==> config.mk <==
export PLATFORM = sky130hd
export DESIGN_NAME = matrix_scan_order_generator_top
export DESIGN_NICKNAME = d
export VERILOG_FILES = /design/src/hdl/msog_pkg.sv /design/src/hdl/matrix_scan_order_generator_top.sv
export SDC_FILE = /design/constraint.sdc
export NUM_CORES = 1
export LEC_CHECK = 0
export ABC_AREA = 1
export BUFFER_PORTS_ARGS = -buffer_cell sky130_fd_sc_hd__clkbuf_2
export CAP_MARGIN = 20
export CELL_PAD_IN_SITES_DETAIL_PLACEMENT = 1
export CELL_PAD_IN_SITES_GLOBAL_PLACEMENT = 1
export CORE_MARGIN = 3
export CORE_UTILIZATION = 35
export DETAILED_ROUTE_END_ITERATION = 10
export GPL_TIMING_DRIVEN = 0
export HOLD_SLACK_MARGIN = 0.1
export PLACE_DENSITY_LB_ADDON = 0.08
export SYNTH_ARGS = -nofsm -noshare
export SYNTH_HDL_FRONTEND = slang
export SYNTH_SLANG_ARGS = --single-unit
==> constraint.sdc <==
create_clock -name i_clk -period 13.8 [get_ports i_clk]
set_input_delay 2.76 -clock i_clk [delete_from_list [all_inputs] [get_ports i_clk]]
set_output_delay 2.76 -clock i_clk [all_outputs]
set_load 0.02 [all_outputs]
==> src/hdl/msog_pkg.sv <==
package msog_pkg;

    localparam int MAX_DIM = 16;
    localparam int DIM_W   = $clog2(MAX_DIM + 1);
    localparam int IDX_W   = $clog2(MAX_DIM);
    localparam int SEQ_W   = $clog2(MAX_DIM * MAX_DIM);
    localparam int TOT_W   = SEQ_W + 1;
    // Signed position word: holds -1 and the widest diagonal start (2*MAX_DIM-1).
    localparam int POS_W   = $clog2(2 * MAX_DIM) + 2;

    localparam int DATA_W  = 32;
    localparam int ADDR_W  = 4;

    localparam logic [DIM_W-1:0] ROW_COUNT_RST = DIM_W'(8);
    localparam logic [DIM_W-1:0] COL_COUNT_RST = DIM_W'(8);

    typedef logic signed [POS_W-1:0] t_pos;

    typedef enum logic [2:0] {
        MODE_RASTER   = 3'd0,
        MODE_SPIRAL   = 3'd1,
        MODE_SNAKE    = 3'd2,
        MODE_ZIG_RIGHT = 3'd3,
        MODE_ZIG_DOWN = 3'd4
    } t_scan_mode;

    typedef enum logic [1:0] {
        LEG_RIGHT = 2'd0,
        LEG_DOWN  = 2'd1,
        LEG_LEFT  = 2'd2,
        LEG_UP    = 2'd3
    } t_leg;

    typedef enum logic [1:0] {
        REG_ROW_COUNT   = 2'd0,
        REG_COL_COUNT   = 2'd1,
        REG_START_VALUE = 2'd2,
        REG_SCAN_MODE   = 2'd3
    } t_reg_addr;

    // A zero size counts as one, anything above the largest size as the largest.
    function automatic logic [DIM_W-1:0] clamp_dim(input logic [DIM_W-1:0] v);
        logic [DIM_W-1:0] res;
        res = v;
        if (v == '0) begin
            res = DIM_W'(1);
        end else if (v > DIM_W'(MAX_DIM)) begin
            res = DIM_W'(MAX_DIM);
        end
        return res;
    endfunction

endpackage

==> src/hdl/matrix_scan_order_generator_top.sv <==
// Channel  | Valid        | Stall        | Payload
// ---------+--------------+--------------+---------------------------------------------
// input    | i_in_valid   | o_in_stall   | i_restart
// result   | o_out_valid  | i_out_stall  | o_row_index o_col_index o_cell_value o_last_cell
// config   | psel/penable | pready       | pwrite paddr pwdata prdata
//
// One input beat gives one result beat; a new beat is taken every cycle unless input stalls.
// The next cell is worked out from the position registers in the cycle of
// acceptance and appears on the result outputs in the next cycle.
// Input stalls only while the result register is full and its beat is stalled.
// Synchronous active-low reset; the first beat after reset starts a new scan.
module matrix_scan_order_generator_top
    import msog_pkg::*;
(
    input  logic                     i_clk,
    input  logic                     i_rst_n,

    input  logic                     i_in_valid,
    output logic                     o_in_stall,
    input  logic                     i_restart,

    output logic                     o_out_valid,
    input  logic                     i_out_stall,
    output logic [IDX_W-1:0]         o_row_index,
    output logic [IDX_W-1:0]         o_col_index,
    output logic signed [DATA_W-1:0] o_cell_value,
    output logic                     o_last_cell,

    input  logic                     psel,
    input  logic                     penable,
    input  logic                     pwrite,
    input  logic [ADDR_W-1:0]        paddr,
    input  logic [DATA_W-1:0]        pwdata,
    output logic [DATA_W-1:0]        prdata,
    output logic                     pready
);

    logic [DIM_W-1:0]         r_row_count;
    logic [DIM_W-1:0]         r_col_count;
    logic signed [DATA_W-1:0] r_start_value;
    logic [2:0]               r_scan_mode;

    logic [IDX_W-1:0]         r_cur_row, n_cur_row;
    logic [IDX_W-1:0]         r_cur_col, n_cur_col;
    logic [SEQ_W-1:0]         r_seq_index, n_seq_index;
    logic [IDX_W-1:0]         r_ring_level, n_ring_level;
    t_leg                     r_leg_dir, n_leg_dir;
    logic                     r_started;

    logic                     r_out_valid;
    logic [IDX_W-1:0]         r_row_index;
    logic [IDX_W-1:0]         r_col_index;
    logic signed [DATA_W-1:0] r_cell_value;
    logic                     r_last_cell;

    logic                     w_cfg_wr;
    logic                     w_in_fire;
    t_scan_mode               w_mode;
    logic [DIM_W-1:0]         w_cols;
    logic [DIM_W-1:0]         w_rows;
    logic [TOT_W-1:0]         w_total;
    logic                     w_fresh;
    logic                     w_ok;
    t_pos                     w_r;
    t_pos                     w_c;
    t_leg                     w_leg;
    logic [IDX_W-1:0]         w_ring;
    logic [DATA_W-1:0]        w_cell_value;
    logic                     w_last_cell;

    assign pready      = 1'b1;
    assign w_cfg_wr    = psel && penable && pwrite && pready;
    assign o_in_stall  = r_out_valid && i_out_stall;
    assign w_in_fire   = i_in_valid && !o_in_stall;

    assign o_out_valid  = r_out_valid;
    assign o_row_index  = r_row_index;
    assign o_col_index  = r_col_index;
    assign o_cell_value = r_cell_value;
    assign o_last_cell  = r_last_cell;

    always_comb begin
        case (t_reg_addr'(paddr[3:2]))
            REG_ROW_COUNT:   prdata = DATA_W'(r_row_count);
            REG_COL_COUNT:   prdata = DATA_W'(r_col_count);
            REG_START_VALUE: prdata = r_start_value;
            REG_SCAN_MODE:   prdata = DATA_W'(r_scan_mode);
            default:         prdata = '0;
        endcase
    end

    always_ff @(posedge i_clk) begin
        if (!i_rst_n) begin
            r_row_count   <= ROW_COUNT_RST;
            r_col_count   <= COL_COUNT_RST;
            r_start_value <= '0;
            r_scan_mode   <= MODE_RASTER;
        end else if (w_cfg_wr) begin
            case (t_reg_addr'(paddr[3:2]))
                REG_ROW_COUNT:   r_row_count   <= pwdata[DIM_W-1:0];
                REG_COL_COUNT:   r_col_count   <= pwdata[DIM_W-1:0];
                REG_START_VALUE: r_start_value <= pwdata;
                REG_SCAN_MODE:   r_scan_mode   <= pwdata[2:0];
                default: ;
            endcase
        end
    end

    // Effective sizes and mode; unknown mode codes scan in raster order.
    always_comb begin
        case (r_scan_mode)
            MODE_SPIRAL:    w_mode = MODE_SPIRAL;
            MODE_SNAKE:     w_mode = MODE_SNAKE;
            MODE_ZIG_RIGHT: w_mode = MODE_ZIG_RIGHT;
            MODE_ZIG_DOWN:  w_mode = MODE_ZIG_DOWN;
            default:        w_mode = MODE_RASTER;
        endcase
        w_cols  = clamp_dim(r_col_count);
        w_rows  = (w_mode == MODE_SPIRAL) ? w_cols : clamp_dim(r_row_count);
        w_total = TOT_W'(w_rows) * TOT_W'(w_cols);
    end

    // Next position from the current one.
    always_comb begin
        t_pos r;
        t_pos c;
        t_pos rows_s;
        t_pos cols_s;
        t_pos lv;
        t_pos hi;
        t_pos d;
        logic down_left;

        r         = t_pos'({1'b0, r_cur_row});
        c         = t_pos'({1'b0, r_cur_col});
        rows_s    = t_pos'({1'b0, w_rows});
        cols_s    = t_pos'({1'b0, w_cols});
        lv        = t_pos'({1'b0, r_ring_level});
        hi        = cols_s - t_pos'(1) - lv;
        d         = r + c;
        down_left = (d[0] == 1'b1) == (w_mode == MODE_ZIG_RIGHT);
        w_ok      = 1'b1;
        w_leg     = r_leg_dir;
        w_ring    = r_ring_level;

        case (w_mode)
            MODE_SPIRAL: begin
                if (hi < lv) begin
                    w_ok = 1'b0;
                end else begin
                    case (r_leg_dir)
                        LEG_RIGHT: begin
                            if (c < hi) begin
                                c = c + t_pos'(1);
                            end else begin
                                w_leg = LEG_DOWN;
                                r = r + t_pos'(1);
                            end
                        end
                        LEG_DOWN: begin
                            if (r < hi) begin
                                r = r + t_pos'(1);
                            end else begin
                                w_leg = LEG_LEFT;
                                c = c - t_pos'(1);
                            end
                        end
                        LEG_LEFT: begin
                            if (c > lv) begin
                                c = c - t_pos'(1);
                            end else begin
                                w_leg = LEG_UP;
                                r = r - t_pos'(1);
                            end
                        end
                        default: begin
                            // Going up stops one row below the ring's top, then
                            // the walk steps right into the next inner ring.
                            if (r > lv + t_pos'(1)) begin
                                r = r - t_pos'(1);
                            end else begin
                                w_ring = r_ring_level + IDX_W'(1);
                                w_leg  = LEG_RIGHT;
                                c = c + t_pos'(1);
                            end
                        end
                    endcase
                end
            end
            MODE_SNAKE: begin
                if (r[0] == 1'b0) begin
                    if (c < cols_s - t_pos'(1)) c = c + t_pos'(1);
                    else                        r = r + t_pos'(1);
                end else begin
                    if (c > t_pos'(0)) c = c - t_pos'(1);
                    else               r = r + t_pos'(1);
                end
            end
            MODE_ZIG_RIGHT, MODE_ZIG_DOWN: begin
                if (down_left && c > t_pos'(0) && r + t_pos'(1) < rows_s) begin
                    r = r + t_pos'(1);
                    c = c - t_pos'(1);
                end else if (!down_left && r > t_pos'(0) && c + t_pos'(1) < cols_s) begin
                    r = r - t_pos'(1);
                    c = c + t_pos'(1);
                end else begin
                    // Jump to the first in-range cell of the next diagonal.
                    d = d + t_pos'(1);
                    if (down_left) begin
                        r = (d < rows_s - t_pos'(1)) ? d : rows_s - t_pos'(1);
                        c = d - r;
                    end else begin
                        c = (d < cols_s - t_pos'(1)) ? d : cols_s - t_pos'(1);
                        r = d - c;
                    end
                end
            end
            default: begin
                if (c < cols_s - t_pos'(1)) begin
                    c = c + t_pos'(1);
                end else begin
                    c = '0;
                    r = r + t_pos'(1);
                end
            end
        endcase

        if (r < t_pos'(0) || c < t_pos'(0) || r >= rows_s || c >= cols_s) begin
            w_ok = 1'b0;
        end
        w_r = r;
        w_c = c;
    end

    always_comb begin
        w_fresh = i_restart || !r_started || !w_ok
                  || ({1'b0, r_seq_index} + TOT_W'(1) >= w_total);
        if (w_fresh) begin
            n_cur_row    = '0;
            n_cur_col    = '0;
            n_seq_index  = '0;
            n_ring_level = '0;
            n_leg_dir    = LEG_RIGHT;
        end else begin
            n_cur_row    = w_r[IDX_W-1:0];
            n_cur_col    = w_c[IDX_W-1:0];
            n_seq_index  = r_seq_index + SEQ_W'(1);
            n_ring_level = w_ring;
            n_leg_dir    = w_leg;
        end
        w_cell_value = r_start_value + DATA_W'(n_seq_index);
        w_last_cell  = ({1'b0, n_seq_index} + TOT_W'(1)) == w_total;
    end

    always_ff @(posedge i_clk) begin
        if (!i_rst_n) begin
            r_cur_row    <= '0;
            r_cur_col    <= '0;
            r_seq_index  <= '0;
            r_ring_level <= '0;
            r_leg_dir    <= LEG_RIGHT;
            r_started    <= 1'b0;
        end else if (w_in_fire) begin
            r_cur_row    <= n_cur_row;
            r_cur_col    <= n_cur_col;
            r_seq_index  <= n_seq_index;
            r_ring_level <= n_ring_level;
            r_leg_dir    <= n_leg_dir;
            r_started    <= 1'b1;
        end
    end

    always_ff @(posedge i_clk) begin
        if (!i_rst_n) begin
            r_out_valid <= 1'b0;
        end else if (w_in_fire) begin
            r_out_valid <= 1'b1;
        end else if (!i_out_stall) begin
            r_out_valid <= 1'b0;
        end
    end

    always_ff @(posedge i_clk) begin
        if (w_in_fire) begin
            r_row_index  <= n_cur_row;
            r_col_index  <= n_cur_col;
            r_cell_value <= w_cell_value;
            r_last_cell  <= w_last_cell;
        end
    end

endmodule

# After elaboration in Yosys (flattened, before gate mapping)
# Cells that the tools add are included.
# word_totals
inputBits,44
reg_bits,110
out_inout_bits,76
# op_classes
muxes,58
n_addsub,17
n_reduce_logical,31
eq_ne,23
mul,1
magnitude_cmp,19
# ops
cell,count
32-bit case mux with 4 select lines,1
7-bit two-way mux,17
7-bit case mux with 3 select lines,4
5-bit two-way mux,14
32-bit by 8-bit adder with 32-bit output,1
4-bit two-way mux,7
7-bit by 6-bit < comparator with 1-bit output,3
8-bit by 1-bit adder with 9-bit output (second input constant),2
4-bit by 1-bit adder with 5-bit output (second input constant),3
7-bit by 6-bit >= comparator with 1-bit output,2
5-bit by 7-bit < comparator with 1-bit output,2
7-bit by 1-bit < comparator with 1-bit output (second input constant),2
2-bit two-way mux,7
7-bit subtractor,2
3-bit by 2-bit equality test with 1-bit output (second input constant),4
3-bit case mux with 4 select lines,1
5-bit by 1-bit subtractor with 6-bit output (second input constant),2
5-bit > comparator (second input constant),2
5-bit logical NOT,2
4-bit by 1-bit subtractor with 5-bit output (second input constant),2
9-bit equality test,1
9-bit >= comparator,1
5-bit by 5-bit multiplier with 9-bit output,1
3-bit != test (second input constant),3
32 further kinds,63

# Longest topological paths before layout
# Gate-level depths: netlist of run 1.
# depth
depth_word,23
mapped_depth,50
depth_no_buf,50

# Least setup slack after synthesis of run 1
# No wires, ideal clock.
# synth_timing
path_type,reg2reg
start,register r_cur_col[0]
end,"register r_cell_value[14], in the netlist o_cell_value[14] (data pin)"
n_path_buf,1
arrival_time_ns,6.821
path_slack_ns,6.718
synth_period_minus_slack_ns,7.082
path_stages_with_launch,36
cell_sequence,dfxtp_1 -> ha_1 -> fa_1 -> ha_1 -> inv_1 -> or2_2 -> nor2_1 -> xor2_1 -> ha_1 -> a311oi_1 -> ha_1 -> inv_1 -> o21ai_0 -> fa_1 -> o21ai_0 -> nor2_1 -> o221ai_1 -> nand4_1 -> ha_1 -> a21boi_0 -> o21ai_0 -> a21oi_1 -> a31oi_1 -> nand2_1 -> nor2_1 -> nand3_4 -> buf_8 -> nor2_4 -> ha_1 -> a21oi_1 -> nor2_1 -> a211oi_1 -> nand2_2 -> a21oi_2 -> nor2_2 -> xor2_1
# synth_via
elab_chain_len,19
# synth_lines
element,line_no,source
"start, declared",matrix_scan_order_generator_top.sv:44,"logic [IDX_W-1:0] r_cur_col, n_cur_col;"
"start signal, assigned",matrix_scan_order_generator_top.sv:265,r_cur_col <= n_cur_col;
4-bit by 4-bit adder with 5-bit output,matrix_scan_order_generator_top.sv:140,d = r + c;
5-bit by 1-bit adder with 6-bit output,matrix_scan_order_generator_top.sv:208,d = d + t_pos'(1);
7-bit by 6-bit < comparator with 1-bit output or 7-bit < comparator (tied branches),"matrix_scan_order_generator_top.sv:213, matrix_scan_order_generator_top.sv:210",
"7-bit two-way mux, on equally long branches","matrix_scan_order_generator_top.sv:213, matrix_scan_order_generator_top.sv:210",
"7-bit subtractor, on equally long branches","matrix_scan_order_generator_top.sv:214, matrix_scan_order_generator_top.sv:211",
7-bit two-way mux,matrix_scan_order_generator_top.sv:209,if (down_left) begin
7-bit two-way mux,matrix_scan_order_generator_top.sv:203,end else if (!down_left && r > t_pos'(0) && c + t_pos'(1) < cols_s) begin
7-bit two-way mux,matrix_scan_order_generator_top.sv:200,if (down_left && c > t_pos'(0) && r + t_pos'(1) < rows_s) begin
[5 not listed],n/a,
1-bit two-way mux (*),matrix_scan_order_generator_top.sv:228,if (r < t_pos'(0) || c < t_pos'(0) || r >= rows_s || c >= cols_s) begin
1-bit logical NOT (*),matrix_scan_order_generator_top.sv:236,w_fresh = i_restart || !r_started || !w_ok
1-bit logical OR (*),matrix_scan_order_generator_top.sv:236,
1-bit logical OR (*),matrix_scan_order_generator_top.sv:237,"|| ({1'b0, r_seq_index} + TOT_W'(1) >= w_total);"
8-bit two-way mux (*),matrix_scan_order_generator_top.sv:238,if (w_fresh) begin
via n_seq_index[3],matrix_scan_order_generator_top.sv:45,"logic [SEQ_W-1:0] r_seq_index, n_seq_index;"
32-bit by 8-bit adder with 32-bit output (*),matrix_scan_order_generator_top.sv:251,w_cell_value = r_start_value + DATA_W'(n_seq_index);
via w_cell_value[14],matrix_scan_order_generator_top.sv:68,logic [DATA_W-1:0] w_cell_value;
"end signal, assigned",matrix_scan_order_generator_top.sv:287,r_cell_value <= w_cell_value;
"end, declared",matrix_scan_order_generator_top.sv:53,logic signed [DATA_W-1:0] r_cell_value;
# Mark *: on every way through the listed nets, which the timed path passes. The rest lies on a longest branch.
# A chain may end at the register's enable or synchronous reset.

# Worst setup path after layout of run 1
# layout_timing
start,register r_col_count[3]
end,"register r_cell_value[28], in the netlist o_cell_value[28] (data pin)"
# layout_via
elab_chain_len,22
# layout_lines
element,line_no,source
"start, declared",matrix_scan_order_generator_top.sv:39,logic [DIM_W-1:0] r_col_count;
"start signal, assigned",matrix_scan_order_generator_top.sv:101,REG_COL_COUNT: r_col_count <= pwdata[DIM_W-1:0];
5-bit > comparator,msog_pkg.sv:47,end else if (v > DIM_W'(MAX_DIM)) begin
5-bit two-way mux,msog_pkg.sv:47,
5-bit two-way mux (*),msog_pkg.sv:45,if (v == '0) begin
5-bit two-way mux,matrix_scan_order_generator_top.sv:119,w_rows = (w_mode == MODE_SPIRAL) ? w_cols : clamp_dim(r_row_count);
5-bit by 1-bit subtractor with 6-bit output,matrix_scan_order_generator_top.sv:210,r = (d < rows_s - t_pos'(1)) ? d : rows_s - t_pos'(1);
7-bit < comparator,matrix_scan_order_generator_top.sv:210,
7-bit two-way mux,matrix_scan_order_generator_top.sv:210,
7-bit subtractor,matrix_scan_order_generator_top.sv:211,c = d - r;
[8 not listed],n/a,
1-bit two-way mux,matrix_scan_order_generator_top.sv:228,
1-bit logical NOT,matrix_scan_order_generator_top.sv:236,
1-bit logical OR,matrix_scan_order_generator_top.sv:236,
1-bit logical OR (*),matrix_scan_order_generator_top.sv:237,
8-bit two-way mux (*),matrix_scan_order_generator_top.sv:238,
via n_seq_index[3],matrix_scan_order_generator_top.sv:45,
32-bit by 8-bit adder with 32-bit output (*),matrix_scan_order_generator_top.sv:251,
via w_cell_value[28],matrix_scan_order_generator_top.sv:68,
# Marks and branches as above.

==> flow_summary.yaml, run 1 <==
outcome:
  status: "completed"
worst_setup_path:
  crit-reg2reg-launch: "r_col_count[3]"
  cp-endpoint: "o_cell_value[28]"
  slowest_delay_ps: 590
  crit_arrival_ps: 9460
  worstSetupEndpointType: "register"
  startpoint: "r_col_count[3]"
  crit_top_cell: "ha_1"
  cp-start-kind: "register"
  rrSetupSlack_ps: 4450
  rr_worst_depth: 41
  r2r_end: "o_cell_value[28]"
  worstPathRequired_ps: 13920
  path_max_fanout: 10
  critPathKind: "reg2reg"
  crit_path_top_delay_cell: "xor2_1"
final_layout:
  insertedDiodeCount: 0
  areaGrowthSynthToFinish_pct: 13.3
  instances_no_fill: 2048
  drive_above_1_share_pct: 12.4
  num-nets-final: 1832
  design_area_um2: 11900
drt:
  drt-initial-drc-count: 613
  drc_errors: 0
  dr.pass1.iters: 7
  wire_per_inst_um: 18.8
  antenna_left: 0
  wirelength_um: 38500
  vias_per_cell: 5.20
  vias: 10654
logic_synthesis:
  yosysUniqueCellTypes: 58
  yosys.area.top_type: "ha_1"
  yosysMostFrequentCell: "nand2_1"
  synth_edf_count: 41
  yosys_warnings: 0
  synth_area_leaders: "ha_1, dfxtp_1, edfxtp_1, nand2_1, inv_1"
  ys_ff_latch: 110
  ys.flop_type: "dfxtp_1"
  async_reset_ff_share_pct: 0
  synthDominantCellAreaShare_pct: 14.0
  yosysSeqAreaShare_pct: 24.9
  ys_top_cells_by_count: "nand2_1, inv_1, nor2_1"
  netlist_instances: 1530
  syn_area_per_cell_um2: 6.85
  synth_area_um2: 10500
sta:
  worst_pin_slew_ps: 754
  finalCriticalPeriod_ps: 9350
  fin_skew_ps: 18.3
  slew_headroom_pct: 49.2
  hold_viol: 0
  rsz0062_at_grt: "no"
  max_clock_freq_ghz: 0.107
  tns_ps: 0
  whs_ps: 476
  final_max_slew_viol_count: 0
  finalSetupViolCount: 0
  final.period_utilization_pct: 67.7
power_and_ir_drop:
  power_density_nw_per_um2: 91.0
  vdd_drop_max_mv: 0.0550
  p_total_w: 0.00108
  p_leak_nw: 5.68
cts:
  clkSlewWorstSetupHoldPaths_ps: 90
  cts_hold_buf: 0
  root_buffer: "clkbuf_16"
  clk_latency_ps: 370
  cts.htree.levels: 3
  cts_tree: "yes"
  cts.sinks: 110
  numCtsBuffers: 9
  ctsResizeCount: 0
  postCtsSetupRepairBufs: 0
  cts_buffer_depth: 2
grt:
  use_met3_pct: 2.35
  globalRoute.totalOverflow: 0
  grt_max_degree: 33
  use_met1_pct: 31.5
  grt_pass1_wl_um: 60300
  grt_pass1_vias: 11069
  antenna_found_initial: 0
  grt_use_total_pct: 24.2
  gr-usage-met2_pct: 42.3
  busiest_layer: "met2"
placed_design:
  placedInstanceArea_um2: 11600
  io_buffers: 115
  hpwl_um: 31900
  dpl.cell_count: 2032
  gp_congestion: 0.914
floorplan:
  rows: 62
  die_w_um: 179
  io_pins: 120
  core_region_area_um2: 29100
  die_h_um: 179
  initial_core_util_pct: 36.0
  die_area_um2: 32000
run:
  maxCapViolCount: 0
worst_hold_path:
  hold_path_class: "reg2reg"
state kept, by name, summed over array words and instances (netlist names):
name	cells
o_last_cell	1
r_col_count	5
r_scan_mode	3
r_cur_row	4
r_start_value	32
r_started	1
o_cell_value	32
o_col_index	4
o_out_valid	1
r_seq_index	8
o_row_index	4
r_ring_level	4
r_cur_col	4
r_leg_dir	2
r_row_count	5
metrics by stage:
step                util (%)  setup WS, ps
floorplan                  -          6720
global placement        39.7          4070
detailed placement      39.8          4440
CTS                     40.8          4410
global route            40.8          3610
finish                  40.8          4450
worst min path at each step:
stage / depth (start not counted) / from / to
global route: 2 / r_started / r_started
global placement: 2 / r_started / r_started
CTS: 2 / r_started / r_started
finish: 2 / r_started / r_started
floorplan: 2 / r_started / r_started
detailed placement: 2 / r_started / r_started
layout make-up:
type,count,area [um2]
multi-input combinational,1142,6780
tap,384,480
fill,3841,17200
clock buffer,9,225
clock inverter,7,80.1
timing repair buffer,117,603
sequential,110,2610
inverter,244,921
buffer,35,173
cell families (layout without fill, tap and decap cells):
group | count (synthesis) | in the layout | share of synthesized area, %
other cells | 2 | 3 | 0.0717
flops | 110 | 110 | 24.9
buf+inv | 279 | 412 | 10.4
compound gates | 319 | 319 | 16.7
xor+xnor | 53 | 53 | 4.43
fa+ha+maj | 129 | 129 | 16.3
simple gates | 638 | 638 | 27.2
per-layer routing:
metal,vias to the layer above,wire length [um]
met5,-,0
met4,0,997
met3,53,1050
met2,171,18600
met1,5115,17800
li1,5315,-
layout by cell type (no fill, tap or decap), types with 14 or more instances in the layout:
master / n
a21oi_1: 127
clkbuf_1: 22
clkbuf_2: 117
dfxtp_1: 69
edfxtp_1: 41
ha_1: 117
inv_1: 229
nand2_1: 316
nand2_2: 14
nand3_1: 78
nand4_1: 27
nor2_1: 140
nor3_1: 19
o211ai_1: 15
o21ai_0: 124
xor2_1: 43
critical path: cells and delay by family (launching register included):
family	cells	cell delay (ps)
flops	1	400
xor+xnor	1	590
fa+ha+maj	6	2060
compound gates	13	2990
simple gates	15	2130
buf+inv	6	920
power breakdown:
part | internal [W] | switching, W
logic | 0.000147 | 0.000295
clock network | 0.000130 | 0.000143
registers | 0.000351 | 0.0000135
total | 0.000628 | 0.000452
No activity file was read; power rests on OpenSTA's default activity.
==> run 2, diff against run 1 <==
- clock period: 13.8 -> 9.8 ns (I/O delays scaled with it)
==> run 2 against run 1 <==
Sequential share of layout area barely moved. Critical endpoint unchanged. Register-to-register slack worse by 3600 ps. Count of clock-buffer cells in the layout stayed put. Final cell count is the same. Sequential power grew 41%. Flip-flop and latch count stayed put.
==> flow_summary.yaml, run 2 (synthesis results as in run 1) <==
outcome:
  status: "completed"
drt:
  drc_errors: 0
  vias: 10627
  antenna_left: 0
  vias_per_cell: 5.19
  wire_per_inst_um: 18.8
  drt-initial-drc-count: 593
  wirelength_um: 38500
  dr.pass1.iters: 5
cts:
  cts.htree.levels: 3
  clk_latency_ps: 370
  cts_tree: "yes"
  root_buffer: "clkbuf_16"
  numCtsBuffers: 9
  cts.sinks: 110
  clkSlewWorstSetupHoldPaths_ps: 90
  cts_buffer_depth: 2
  postCtsSetupRepairBufs: 0
grt:
  grt_pass1_wl_um: 60300
  grt_pass1_vias: 11069
  globalRoute.totalOverflow: 0
  antenna_found_initial: 0
  grt_max_degree: 33
  grt_use_total_pct: 24.2
final_layout:
  mostFrequentLayoutCells: "nand2_1, inv_1, nor2_1, a21oi_1, o21ai_0"
  final_common_cell: "nand2_1"
  insertedDiodeCount: 0
  drive_above_1_share_pct: 12.6
  num-nets-final: 1832
  fillers: 3838
  areaGrowthSynthToFinish_pct: 13.5
  post-route-util_pct: 40.9
floorplan:
  core_region_area_um2: 29100
  rows: 62
  die_h_um: 179
  io_pins: 120
  initial_core_util_pct: 36.0
  die_area_um2: 32000
  die_w_um: 179
power_and_ir_drop:
  pwr-share-seq_pct: 33.7
  p_int_w: 0.000885
  p_clk_share_pct: 25.3
  p_leak_nw: 5.68
  switching_share_pct: 41.9
  vdd_drop_max_mv: 0.0775
  power_density_nw_per_um2: 128
  power_frac_comb_pct: 40.9
  p_switching_w: 0.000638
worst_hold_path:
  hold_path_class: "reg2reg"
  min-delay-start: "r_started"
worst_setup_path:
  crit_top_cell: "ha_1"
  crit_path_top_delay_cell: "fa_1"
  worstPathRequired_ps: 9920
  cp-start-kind: "register"
  worstSetupEndpointType: "register"
  critPathKind: "reg2reg"
  path_max_fanout: 10
  crit_arrival_ps: 9070
  startpoint: "r_cur_col[0]"
  crit-reg2reg-launch: "r_cur_col[0]"
  slowest_delay_ps: 540
sta:
  final.period_utilization_pct: 91.3
  tns_ps: 0
  finalCriticalPeriod_ps: 8950
  finalWorstSetupSlack_ps: 850
  rsz0062_at_grt: "no"
  worst_pin_slew_ps: 743
  slew_headroom_pct: 50.0
  max_clock_freq_ghz: 0.112
  finalSetupViolCount: 0
  hold_viol: 0
  fin_skew_ps: 18.3
  final_max_slew_viol_count: 0
run:
  maxCapViolCount: 0
placed_design:
  gp_congestion: 0.914
  io_buffers: 115
  hpwl_um: 31900
  place_ws_ps: 438
## run 2: cell count changes in the layout (fill, tap and decap cells not counted)
cell | before | now
a21oi_1 | 127 | 126
a21oi_2 | 3 | 4
xor2_1 | 43 | 41
xor2_2 | 0 | 2
## run 2: area by class of cell
type / instances / area (um2) / area share (%)
clock inverter: 7 / 80.1 / 0.673
multi-input combinational: 1142 / 6800 / 57.2
sequential: 110 / 2610 / 22.0
timing repair buffer: 117 / 603 / 5.07
tap: 384 / 480 / 4.04
clock buffer: 9 / 225 / 1.89
inverter: 244 / 921 / 7.74
buffer: 35 / 173 / 1.45
## run 2: what timing repair did
action	4_1_cts	5_1_grt
gates resized for setup	0	3
hold buffers	0	0
setup endpoints to repair	0	25
## run 2: final timing paths
path | end | slack (ps) | cells after the start
setup / recovery | o_cell_value[28] | 850 | 38
hold / removal | r_started | 480 | 2
setup reg to reg | o_cell_value[28] | 850 | 38
hold reg to reg | r_started | 480 | 2
## run 2: critical path: cells and delay by family (launching register included)
family / cells / cell delay, ps
fa+ha+maj: 8 / 2850
simple gates: 15 / 2270
compound gates: 10 / 2230
flops: 1 / 530
buf+inv: 4 / 410
xor+xnor: 1 / 380
## run 2: per-layer routing
metal / GRT usage (%) / wire (um)
met3: 2.35 / 1050
met2: 42.3 / 18700
met5: 0 / 0
met4: 7.05 / 988
met1: 31.5 / 17800
## run 2: power by group through the flow
| stage | clock (W) | combinational (W) | sequential, W |
|---|---|---|---|
| 2_1_floorplan | 0 | 0.000427 | 0.000530 |
| 3_3_place_gp | 0 | 0.000604 | 0.000525 |
| 3_5_place_dp | 0 | 0.000621 | 0.000524 |
| 4_1_cts | 0.000395 | 0.000625 | 0.000514 |
| 5_1_grt | 0.000409 | 0.000711 | 0.000517 |
| 6_report | 0.000386 | 0.000623 | 0.000514 |
## run 2: per-stage QoR
step | std cells | hold slack, ps | cell area (um2) | total power, W
global route | 2048 | 527 | 11900 | 0.00164
finish | 2048 | 476 | 11900 | 0.00152
detailed placement | 2032 | 465 | 11600 | 0.00115
CTS | 2048 | 484 | 11900 | 0.00153
global placement | 2030 | 455 | 11500 | 0.00113
floorplan | 1531 | 440 | 10500 | 0.000957
==> run 3, diff against run 2 <==
- ABC_CLOCK_PERIOD_IN_PS: unset -> 9800
- CORE_ASPECT_RATIO: unset -> 0.7
- GPL_TIMING_DRIVEN: 0 -> 1
==> run 3 against run 2 <==
Sequential power decreased by 1%. Setup slack worse by 32 ps. Utilization fell by 0.48 points. Combinational power is 3% higher. Die area increased by 0.10%. Worst hold slack improved by 1.9 ps. Flip-flop and latch count is the same. Via count up 0.31%.
==> flow_summary.yaml, run 3 (synthesis results as in run 1) <==
outcome:
  status: "completed"
cts:
  clk_latency_ps: 370
  cts_tree: "yes"
  postCtsSetupRepairBufs: 0
  cts_hold_buf: 0
  numCtsBuffers: 9
  root_buffer: "clkbuf_16"
  clkSlewWorstSetupHoldPaths_ps: 90
  ctsResizeCount: 0
  cts.sinks: 110
  cts.htree.levels: 3
  cts_buffer_depth: 2
final_layout:
  final_common_cell: "nand2_1"
  insertedDiodeCount: 0
  drive_above_1_share_pct: 13.0
  mostFrequentLayoutCells: "nand2_1, inv_1, nor2_1, a21oi_1, o21ai_0"
  design_area_um2: 11800
  areaGrowthSynthToFinish_pct: 12.6
  num-nets-final: 1814
power_and_ir_drop:
  vdd_drop_max_mv: 0.0802
  p_leak_nw: 5.68
  p_total_w: 0.00153
  power_density_nw_per_um2: 130
floorplan:
  io_pins: 120
  core_region_area_um2: 29200
  rows: 52
  die_w_um: 213
  die_h_um: 151
  die_area_um2: 32100
  initial_core_util_pct: 35.9
drt:
  antenna_left: 0
  dr.pass1.iters: 4
  vias_per_cell: 5.27
  wirelength_um: 38500
  vias: 10660
  wire_per_inst_um: 19.0
  drc_errors: 0
  drt-initial-drc-count: 754
sta:
  hold_viol: 0
  finalSetupViolCount: 0
  worst_pin_slew_ps: 901
  fin_skew_ps: 11.5
  finalCriticalPeriod_ps: 8980
  max_clock_freq_ghz: 0.111
  final_max_slew_viol_count: 0
  rsz0062_at_grt: "no"
  tns_ps: 0
  slew_headroom_pct: 39.3
  final.period_utilization_pct: 91.7
placed_design:
  gp_congestion: 0.922
  io_buffers: 116
  hpwl_um: 31500
  placedInstanceArea_um2: 11500
worst_setup_path:
  crit_arrival_ps: 9110
  worstSetupEndpointType: "register"
  crit_top_cell: "ha_1"
  slowest_delay_ps: 530
  startpoint: "r_col_count[4]"
  critPathKind: "reg2reg"
  path_max_fanout: 11
  crit_path_top_delay_cell: "fa_1"
  crit-reg2reg-launch: "r_col_count[4]"
  worstPathRequired_ps: 9930
  cp-start-kind: "register"
grt:
  grt_pass1_vias: 10358
  grt_pass1_wl_um: 59300
  globalRoute.totalOverflow: 0
  antenna_found_initial: 0
  grt_use_total_pct: 24.0
  grt_max_degree: 64
worst_hold_path:
  hold_path_class: "reg2reg"
  min-delay-start: "r_start_value[7]"
run:
  maxCapViolCount: 0
==> run 3: cell count changes in the layout (fill, tap and decap cells not counted), moves of 2 or more <==
cell and change:
buf_2 -4, xor2_2 -2, clkbuf_1 -22, buf_1 -2
buf_4 +15, buf_6 -2, xor2_1 +2
==> run 3: worst paths after layout <==
check	cells past startpoint	slack [ps]	end
min	2	480	r_start_value[7]
min reg2reg	2	480	r_start_value[7]
max reg2reg	37	820	o_cell_value[18]
max	37	820	o_cell_value[18]
==> run 3: cell type report <==
cell class | instances | area (um2)
Clock buffer | 9 | 225
Clock inverter | 7 | 70.1
Fill cell | 3851 | 17400
Inverter | 244 | 921
Multi-Input combinational cell | 1142 | 6780
Sequential cell | 110 | 2610
Tap cell | 378 | 473
Timing Repair Buffer | 134 | 716
==> run 3: layer usage <==
metal | vias to the layer above | global-route usage (%) | routed length [um]
li1 | 5296 | - | -
met2 | 205 | 34.2 | 15200
met5 | - | 0 | 0
met1 | 5139 | 38.1 | 21100
met4 | 0 | 3.36 | 312
met3 | 20 | 3.83 | 1900
==> run 3: worst max-delay path: cells and delay by family, from the launching register on <==
kind,cells,cell delay (ps)
and+or+nand+nor,11,1990
buffers and inverters,3,680
AOI/OAI and AO/OA,15,3180
DFF,1,440
adders and majority gates,6,2010
xor gates and xnor gates,2,400
==> run 3: metrics by stage <==
step | utilization, % | worst slack [ps] | hold slack [ps] | cells
after global placement | 39.4 | 1160 | 454 | 2008
final | 40.4 | 817 | 478 | 2024
after detailed placement | 39.4 | 896 | 474 | 2008
after CTS | 40.4 | 878 | 487 | 2024
after floorplan | - | 2720 | 440 | 1531
after global routing | 40.4 | 174 | 505 | 2024
==> run 3: where the power goes <==
part           total [W]  switching [W]  internal (W)
Clock           0.000383       0.000201      0.000181
Sequential      0.000509      0.0000147      0.000495
Combinational   0.000639       0.000433      0.000206
